## src/hw/rtl/tga_rle_pkg.sv

```systemverilog
// ----------------------------------------------------------------------------
// tga_rle_pkg
// Shared types and constants for the run-length-coded pixel decoder.
// ----------------------------------------------------------------------------
package tga_rle_pkg;

   // Width of the image pixel counters (16 to 32)
   localparam int unsigned COUNT_WIDTH = 32;

   localparam logic [7:0] COUNT_FIELD_MASK = 8'h7f;
   localparam logic [7:0] RUN_FLAG_MASK    = 8'h80;
   localparam logic [7:0] ALPHA_OPAQUE     = 8'hFF;

   typedef enum logic [1:0] {
      DEPTH_16  = 2'd0,
      DEPTH_24  = 2'd1,
      DEPTH_32  = 2'd2,
      DEPTH_BAD = 2'd3
   } depth_type;

   typedef enum logic [1:0] {
      STATUS_OK    = 2'd0,
      STATUS_SHORT = 2'd1,
      STATUS_DEPTH = 2'd2,
      STATUS_RSVD  = 2'd3
   } status_type;

   typedef enum logic {
      CSR_PIXEL_DEPTH  = 1'b0,
      CSR_IMAGE_PIXELS = 1'b1
   } csr_index_type;

   typedef struct packed {
      logic [7:0] data_byte;
      logic       end_of_data;
   } req_item_type;

   typedef struct packed {
      logic        pixel_valid;
      logic [31:0] pixel_value;
      logic [7:0]  repeat_count;
      logic        image_done;
      logic [1:0]  status;
   } rsp_item_type;

endpackage

```

## src/hw/rtl/tga_rle_core.sv

```systemverilog
// ----------------------------------------------------------------------------
// tga_rle_core
// Configuration registers, packet/pixel state and the one-pass byte decode.
// ----------------------------------------------------------------------------
module tga_rle_core import tga_rle_pkg::*; (
   input  logic          clock,
   input  logic          reset,
   input  logic          csr_write,
   input  csr_index_type csr_index,
   input  logic [31:0]   csr_wdata,
   input  logic          accept,
   input  req_item_type  item,
   output logic          res_valid,
   output rsp_item_type  res_item
);

   depth_type              depth_ff, depth_in;
   logic [COUNT_WIDTH-1:0] total_ff, total_in;

   logic                   in_packet_ff, in_packet_in;
   logic                   is_run_ff, is_run_in;
   logic [7:0]             left_ff, left_in;
   logic [1:0]             bip_ff, bip_in;
   logic [31:0]            acc_ff, acc_in;
   logic [COUNT_WIDTH-1:0] emitted_ff, emitted_in;
   logic                   finished_ff, finished_in;

   always_comb begin
      depth_in = depth_ff;
      total_in = total_ff;
      if (csr_write) begin
         case (csr_index)
            CSR_PIXEL_DEPTH:  depth_in = depth_type'(csr_wdata[1:0]);
            CSR_IMAGE_PIXELS: total_in = csr_wdata[COUNT_WIDTH-1:0];
            default: ;
         endcase
      end
   end

   always_comb begin
      logic [COUNT_WIDTH-1:0] owed;
      logic [COUNT_WIDTH-1:0] sum;
      logic [7:0]             count;
      logic [7:0]             repeat_n;
      logic [31:0]            acc_new;
      logic [2:0]             bpp;
      logic [31:0]            value;
      logic                   pix;
      logic                   done;

      in_packet_in = in_packet_ff;
      is_run_in    = is_run_ff;
      left_in      = left_ff;
      bip_in       = bip_ff;
      acc_in       = acc_ff;
      emitted_in   = emitted_ff;
      finished_in  = finished_ff;
      res_valid    = 1'b0;
      res_item     = '0;

      owed     = total_ff - emitted_ff;
      count    = (item.data_byte & COUNT_FIELD_MASK) + 8'd1;
      bpp      = {1'b0, depth_ff} + 3'd2;
      acc_new  = acc_ff;
      for (int i = 0; i < 4; i++) begin
         if (bip_ff == 2'(i))
            acc_new[8*i +: 8] = acc_ff[8*i +: 8] | item.data_byte;
      end
      pix      = in_packet_ff && ({1'b0, bip_ff} + 3'd1 >= bpp);
      repeat_n = is_run_ff ? left_ff : 8'd1;
      sum      = emitted_ff + COUNT_WIDTH'(repeat_n);
      done     = pix && (sum >= total_ff);

      case (depth_ff)
         DEPTH_16: value = {16'h0000, acc_new[15:0]};
         DEPTH_24: value = {ALPHA_OPAQUE, acc_new[23:0]};
         default:  value = acc_new;
      endcase

      if (accept && !finished_ff) begin
         if (depth_ff == DEPTH_BAD) begin
            finished_in     = 1'b1;
            res_valid       = 1'b1;
            res_item.status = STATUS_DEPTH;
         end else if (emitted_ff >= total_ff) begin
            finished_in         = 1'b1;
            res_valid           = 1'b1;
            res_item.image_done = 1'b1;
            res_item.status     = STATUS_OK;
         end else begin
            if (!in_packet_ff) begin
               // clamp the packet to the pixels still owed
               if (owed < COUNT_WIDTH'(count))
                  left_in = owed[7:0];
               else
                  left_in = count;
               is_run_in    = (item.data_byte & RUN_FLAG_MASK) != 8'h00;
               bip_in       = 2'd0;
               acc_in       = '0;
               in_packet_in = 1'b1;
            end else if (pix) begin
               left_in      = is_run_ff ? 8'd0 : left_ff - 8'd1;
               in_packet_in = is_run_ff ? 1'b0 : (left_ff != 8'd1);
               emitted_in   = sum;
               bip_in       = 2'd0;
               acc_in       = '0;
            end else begin
               bip_in = bip_ff + 2'd1;
               acc_in = acc_new;
            end

            if (pix) begin
               res_item.pixel_valid  = 1'b1;
               res_item.pixel_value  = value;
               res_item.repeat_count = repeat_n;
            end
            if (done) begin
               finished_in         = 1'b1;
               res_valid           = 1'b1;
               res_item.image_done = 1'b1;
               res_item.status     = STATUS_OK;
            end else if (item.end_of_data) begin
               finished_in     = 1'b1;
               res_valid       = 1'b1;
               res_item.status = STATUS_SHORT;
            end else begin
               res_valid = pix;
            end
         end
      end
   end

   always_ff @(posedge clock) begin
      if (reset) begin
         depth_ff     <= DEPTH_24;
         total_ff     <= '0;
         in_packet_ff <= 1'b0;
         is_run_ff    <= 1'b0;
         left_ff      <= '0;
         bip_ff       <= '0;
         acc_ff       <= '0;
         emitted_ff   <= '0;
         finished_ff  <= 1'b0;
      end else begin
         depth_ff     <= depth_in;
         total_ff     <= total_in;
         in_packet_ff <= in_packet_in;
         is_run_ff    <= is_run_in;
         left_ff      <= left_in;
         bip_ff       <= bip_in;
         acc_ff       <= acc_in;
         emitted_ff   <= emitted_in;
         finished_ff  <= finished_in;
      end
   end

endmodule

```

## src/hw/rtl/tga_rle_out_buf.sv

```systemverilog
// ----------------------------------------------------------------------------
// tga_rle_out_buf
// Result register with a skid stage; stalls the input only when both are full.
// ----------------------------------------------------------------------------
module tga_rle_out_buf import tga_rle_pkg::*; (
   input  logic         clock,
   input  logic         reset,
   input  logic         in_valid,
   input  rsp_item_type in_item,
   output logic         full,
   output logic         rsp_valid,
   input  logic         rsp_stall,
   output rsp_item_type rsp_item
);

   logic         main_valid_ff, main_valid_in;
   logic         skid_valid_ff, skid_valid_in;
   rsp_item_type main_item_ff, main_item_in;
   rsp_item_type skid_item_ff, skid_item_in;
   logic         slot_free;

   assign slot_free = !main_valid_ff || !rsp_stall;

   always_comb begin
      main_valid_in = main_valid_ff;
      main_item_in  = main_item_ff;
      skid_valid_in = skid_valid_ff;
      skid_item_in  = skid_item_ff;
      if (slot_free) begin
         if (skid_valid_ff) begin
            // drain the skid stage first
            main_valid_in = 1'b1;
            main_item_in  = skid_item_ff;
            skid_valid_in = 1'b0;
         end else begin
            main_valid_in = in_valid;
            main_item_in  = in_item;
         end
      end else if (in_valid) begin
         skid_valid_in = 1'b1;
         skid_item_in  = in_item;
      end
   end

   always_ff @(posedge clock) begin
      if (reset) begin
         main_valid_ff <= 1'b0;
         skid_valid_ff <= 1'b0;
      end else begin
         main_valid_ff <= main_valid_in;
         skid_valid_ff <= skid_valid_in;
      end
      main_item_ff <= main_item_in;
      skid_item_ff <= skid_item_in;
   end

   assign full      = skid_valid_ff;
   assign rsp_valid = main_valid_ff;
   assign rsp_item  = main_item_ff;

endmodule

```

## src/hw/rtl/tga_rle_pixel_decoder_unit.sv

```systemverilog
// Each result passes through the result register, or through the skid stage first while rsp_stall holds it.
// Throughput: one byte per cycle while req_stall is low; the decode state updates in a single pass per byte.
// The input stalls only when the result register and its skid stage are both full.
// Reset (synchronous): decoder state cleared, depth set to 24-bit, pixel count set to 0.
// ----------------------------------------------------------------------------
// tga_rle_pixel_decoder_unit
// Decodes a run-length-coded true-colour pixel byte stream into pixel results.
// ----------------------------------------------------------------------------
module tga_rle_pixel_decoder_unit import tga_rle_pkg::*; (
   input  logic          clock,
   input  logic          reset,
   input  logic          req_valid,
   output logic          req_stall,
   input  req_item_type  req_item,
   output logic          rsp_valid,
   input  logic          rsp_stall,
   output rsp_item_type  rsp_item,
   input  logic          csr_write,
   input  csr_index_type csr_index,
   input  logic [31:0]   csr_wdata
);

   logic         accept;
   logic         res_valid;
   rsp_item_type res_item;
   logic         buf_full;

   assign req_stall = buf_full;
   assign accept    = req_valid && !buf_full;

   tga_rle_core u_core (
      .clock     (clock),
      .reset     (reset),
      .csr_write (csr_write),
      .csr_index (csr_index),
      .csr_wdata (csr_wdata),
      .accept    (accept),
      .item      (req_item),
      .res_valid (res_valid),
      .res_item  (res_item)
   );

   tga_rle_out_buf u_out_buf (
      .clock     (clock),
      .reset     (reset),
      .in_valid  (res_valid),
      .in_item   (res_item),
      .full      (buf_full),
      .rsp_valid (rsp_valid),
      .rsp_stall (rsp_stall),
      .rsp_item  (rsp_item)
   );

endmodule

```

## config.mk

```make
export PLATFORM = sky130hd
export DESIGN_NAME = tga_rle_pixel_decoder_unit
export DESIGN_NICKNAME = d
export VERILOG_FILES = /design/src/hw/rtl/tga_rle_pkg.sv /design/src/hw/rtl/tga_rle_core.sv /design/src/hw/rtl/tga_rle_out_buf.sv /design/src/hw/rtl/tga_rle_pixel_decoder_unit.sv
export SDC_FILE = /design/constraint.sdc
export NUM_CORES = 1
export LEC_CHECK = 0
export BUFFER_PORTS_ARGS = -buffer_cell sky130_fd_sc_hd__buf_2
export CORE_UTILIZATION = 45
export CTS_CLUSTER_SIZE = 24
export DETAILED_ROUTE_END_ITERATION = 10
export RECOVER_POWER = 25
export SETUP_SLACK_MARGIN = 0.02
export SYNTH_ARGS = -nofsm -noshare
export SYNTH_HDL_FRONTEND = slang
export SYNTH_HIERARCHICAL = 1
export SYNTH_SLANG_ARGS = --single-unit
```

## constraint.sdc

```tcl
create_clock -name clock -period 7.3 [get_ports clock]
set_clock_uncertainty 0.15 [all_clocks]
set_input_delay 0.73 -clock clock [delete_from_list [all_inputs] [get_ports clock]]
set_output_delay 0.73 -clock clock [all_outputs]
set_load 0.02 [all_outputs]
```

==> run_results.csv <==
group,metric,value,unit
clock_tree,post-cts-setup-buffer-count,0,
power_and_ir_drop,combPwrFrac,18.1,%
clock_tree,clk-insertion-delay-late,0.53,ns
power_and_ir_drop,power,2.963,mW
cells_and_area,finish.cell_count_without_fillers,1755,
clock_tree,cts_bufs_inserted,23,
clock_tree,cts_tree,"yes",
drt,avgRoutedWirePerCell,17.21,um
global_routing,grt_antenna_before_repair,1,
logic_synthesis,sequential_area_share_after_synthesis,40.14,%
drt,detailedRoute.firstPassIterationCount,5,
timing,tns,0,ns
timing,timing.final.crit_period,5.745,ns
logic_synthesis,ys_types,74,
power_and_ir_drop,power.ir.vdd_worst,158.7,uV
setup_path,timing.critical_path.from_type,"flop",
clock_tree,post_cts_resize_count,0,
global_routing,grt-ovfl-total,0,
setup_path,setup.worst_path.class,"reg2reg",
clock_tree,clockRootBuffer,"sky130_fd_sc_hd__clkbuf_16",
min_path,hold_class,"in2reg",
setup_path,setup.reg_to_reg.worst_slack,1.55,ns
setup_path,origin_of_the_critical_flop_to_flop_path,"u_core/is_run_ff$_SDFFE_PP0P_",
min_path,hold_path_end,"u_core/total_ff[8]$_SDFFE_PP0P_",
logic_synthesis,synth_most_common_cell,"sky130_fd_sc_hd__nand2_1",
setup_path,crit_path_end_kind,"flop",
power_and_ir_drop,internal_power,2.121,mW
logic_synthesis,synth_ff_type,"sky130_fd_sc_hd__dfxtp_1",
drt,route.vias.total,9698,
logic_synthesis,most_area_hungry_cell_type_in_the_yosys_netlist,"sky130_fd_sc_hd__edfxtp_1",
setup_path,worstPathRequired,7.43,ns
setup_path,worstRegToRegCells,22,
logic_synthesis,synth_cells,1347,
timing,grt_setup_unrepaired,"false",
placed_design,dp.final_hpwl,21.83,mm
power_and_ir_drop,p_switching,842.0,uW
power_and_ir_drop,power.clock.fraction,39.5,%
logic_synthesis,synthDominantCellAreaShare,21.62,%
die,ios,93,
logic_synthesis,synth.area.top_cells,"sky130_fd_sc_hd__edfxtp_1 22%, sky130_fd_sc_hd__dfxtp_1 19%, sky130_fd_sc_hd__ha_1 9.1%, sky130_fd_sc_hd__a21oi_1 5.4%, sky130_fd_sc_hd__mux2_4 4.8%",
die,core,26350,um2
placed_design,numPlacedInstances,1712,
placed_design,place_ws,1.640,ns
status,violations,"capacitance limit, slew limit",
logic_synthesis,synth.net_count,1485,
power_and_ir_drop,pwr_density_cell,218.5,nW/um2
cells_and_area,design.final.nets,1540,
setup_path,crit_path_top_delay_cell,"sky130_fd_sc_hd__dfxtp_1",
placed_design,placement.io_buffers,92,
clock_tree,hold_buffers,0,
clock_tree,clk_transition_reported_paths,0.06,ns
die,die_height,166.8,um
cells_and_area,fillers,2489,
cells_and_area,areaGrowthSynthToFinish,10.96,%
drt,ant_nets,0,
power_and_ir_drop,netSwitchingFraction,28.42,%
setup_path,worstPathCellList,"nand2_1 > fa_1 > nor2b_1 > o21ai_0 > a21boi_0 > o21ai_0 > a21boi_0 > o21ai_0 > a21oi_1 > nand2_1 > nor2_1 > xnor2_1 > ha_1 > a21o_1 > a21oi_1 > nor2_1 > a211oi_1 > o221a_2 > o31ai_1 > a22oi_1 > a21boi_0 > mux2_4",
die,die_width,166.8,um
timing,timing_max_transition_violations_final,173,
clock_tree,clock_sink_count,201,
timing,maxSlewHeadroom,-138.5,%
die,start_util,46.37,%
logic_synthesis,syn_area_per_cell,9.072,um2
cells_and_area,post-route-cell-area,13560,um2
min_path,hold_path_depth,3,
drt,routed_via_density,5.526,
placed_design,placement.cell_area,12790,um2
timing,portion_of_the_clock_cycle_consumed_by_the_worst_path_in_the_final_layout,78.70,%
timing,timing_hold_violations_final,0,
timing,fin_hold_ws,0.2808,ns
setup_path,r2r-end,"u_out_buf/rsp_item[2]$_DFFE_PP_",
timing,setup_viol,0,
logic_synthesis,ys_seq_elements,201,
global_routing,grt_pass1_wl,49.05,mm
timing,timing.final.ws_setup,1.555,ns
drt,drc_violation_total_after_the_first_tritonroute_iteration,640,
clock_tree,cts_htree_levels,1,
cells_and_area,finish.utilization,51.45,%
setup_path,timing.critical_path.fanout_max,19,
logic_synthesis,postSynth.asyncResetShare,0,%
drt,route.final.wire_length,30.20,mm
die,placement_rows,59,
logic_synthesis,synth.top_cells.by_count,"144 x sky130_fd_sc_hd__nand2_1, 140 x sky130_fd_sc_hd__nor2_1, 131 x sky130_fd_sc_hd__a21oi_1, 113 x sky130_fd_sc_hd__dfxtp_1, 92 x sky130_fd_sc_hd__inv_1",
power_and_ir_drop,power.static_leakage,5.539,nW
flow_run,maxcap_violations,3,
cells_and_area,share_of_cells_above_drive_strength_1,14.31,%
setup_path,critical_path.startpoint,"u_core/is_run_ff$_SDFFE_PP0P_",
logic_synthesis,post_synth_instance_area,12220,um2
placed_design,gp_congestion,0.9094,
logic_synthesis,number_of_enable_type_register_cells_in_the_synthesized_netlist,88,
timing,worst-slew-pin-transition,3.577,ns
global_routing,via_count_of_the_first_global_routing_pass,9302,
status,status,"finished with violations",
global_routing,tot_gr_track_use,21.66,%
logic_synthesis,synthesis.yosys.warnings,6,
power_and_ir_drop,sequentialPowerShare,42.4,%
clock_tree,clock_tree.buffer_depth,3,
die,die_area,27820,um2
setup_path,crit_arrival,5.87,ns
setup_path,delay_of_the_slowest_critical_path_stage,0.58,ns
drt,drcViolationCount,0,
timing,maximum_clock_frequency,0.1741,GHz
min_path,timing.hold.worst.start,"csr_wdata[8]",
global_routing,maximum_number_of_pins_on_one_net_before_global_route_repair,79,
[final cells by class]
cell class	instances	area [um2]	area share, %
flip-flops and latches	201	4906	36.18
well taps	335	419.2	3.091
repair buffers	98	494.2	3.645
diodes	1	2.502	0.01846
multi-input cells	984	6608	48.73
clock inverters	7	77.57	0.5721
inverters	94	352.8	2.602
clock buffers	35	699.4	5.158
[per-layer routing]
metal | GRT usage (%) | up-vias | part of all wire, %
met5 | 0 | - | 0
met4 | 5.878 | 0 | 2.2
met3 | 2.614 | 43 | 4.1
met2 | 36.54 | 227 | 46
met1 | 29.25 | 4532 | 48
li1 | - | 4896 | -
[power groups by stage]
stage	Sequential, mW	Combinational (mW)	Clock [mW]
finish	1.26	0.537	1.17
global route	1.26	0.594	1.24
CTS	1.25	0.534	1.20
detailed placement	1.28	0.532	0
global placement	1.28	0.531	0
floorplan	1.29	0.374	0
[flip-flops by register name (all words and copies together) (netlist names)]
register / cells
u_out_buf/rsp_item: 44
u_out_buf/skid_item_ff: 44
u_core/acc_ff: 32
u_core/emitted_ff: 32
u_core/total_ff: 32
u_core/left_ff: 8
u_core/bip_ff: 2
u_core/depth_ff: 2
u_core/finished_ff: 1
u_core/in_packet_ff: 1
u_core/is_run_ff: 1
u_out_buf/full: 1
u_out_buf/rsp_valid: 1
[worst max-delay path, delay by kind of cell, from the launching register on]
kind	cells	cell delay (ns)
xor+xnor	1	0.14
compound gates	13	2.81
simple gates	5	0.78
mux	1	0.31
fa+ha+maj	2	0.74
flops	1	0.58
[worst max-delay path by stage]
| stage | slack (ns) | end | cells past startpoint |
|---|---|---|---|
| 3_3_place_gp | 1.74 | u_out_buf/rsp_item[2]$_DFFE_PP_ | 22 |
| 2_1_floorplan | 2.50 | u_out_buf/rsp_item[2]$_DFFE_PP_ | 25 |
| 3_5_place_dp | 1.64 | u_out_buf/rsp_item[2]$_DFFE_PP_ | 22 |
| 6_report | 1.55 | u_out_buf/rsp_item[2]$_DFFE_PP_ | 22 |
| 4_1_cts | 1.62 | u_out_buf/rsp_item[2]$_DFFE_PP_ | 22 |
| 5_1_grt | 1.20 | u_out_buf/rsp_item[2]$_DFFE_PP_ | 22 |
[layout by cell type, fill, tap and decap left out, drive strengths merged, types with 11 or more instances in the layout]
| cell type | Yosys | layout |
|---|---|---|
| nand4 | 24 | 24 |
| and3 | 15 | 15 |
| or3 | 20 | 20 |
| nand2 | 145 | 145 |
| a31oi | 38 | 38 |
| nand2b | 12 | 12 |
| a21o | 30 | 30 |
| ha | 89 | 89 |
| nor4 | 14 | 14 |
| inv | 94 | 95 |
| nor2 | 140 | 140 |
| mux2 | 46 | 46 |
| nor3 | 17 | 17 |
| nor2b | 11 | 11 |
| xnor2 | 54 | 54 |
| a211oi | 24 | 24 |
| nand3 | 23 | 23 |
| buf | 30 | 93 |
| a21oi | 135 | 135 |
| edfxtp | 88 | 88 |
| clkbuf | 38 | 40 |
| dfxtp | 113 | 113 |
| o21ai | 50 | 50 |
[cell families (layout without fill, tap and decap cells)]
group           count (synthesis)  in the layout  synth area share [%]
fa+ha+maj                      91             91                 9.440
flops                         201            201                 40.14
simple gates                  442            442                 17.05
buf+inv                       162            234                 5.805
xor+xnor                       63             63                 4.515
mux                            54             54                 6.092
other cells                     0              1                     0
compound gates                334            334                 16.97
Power figures use the tool's default switching activity.
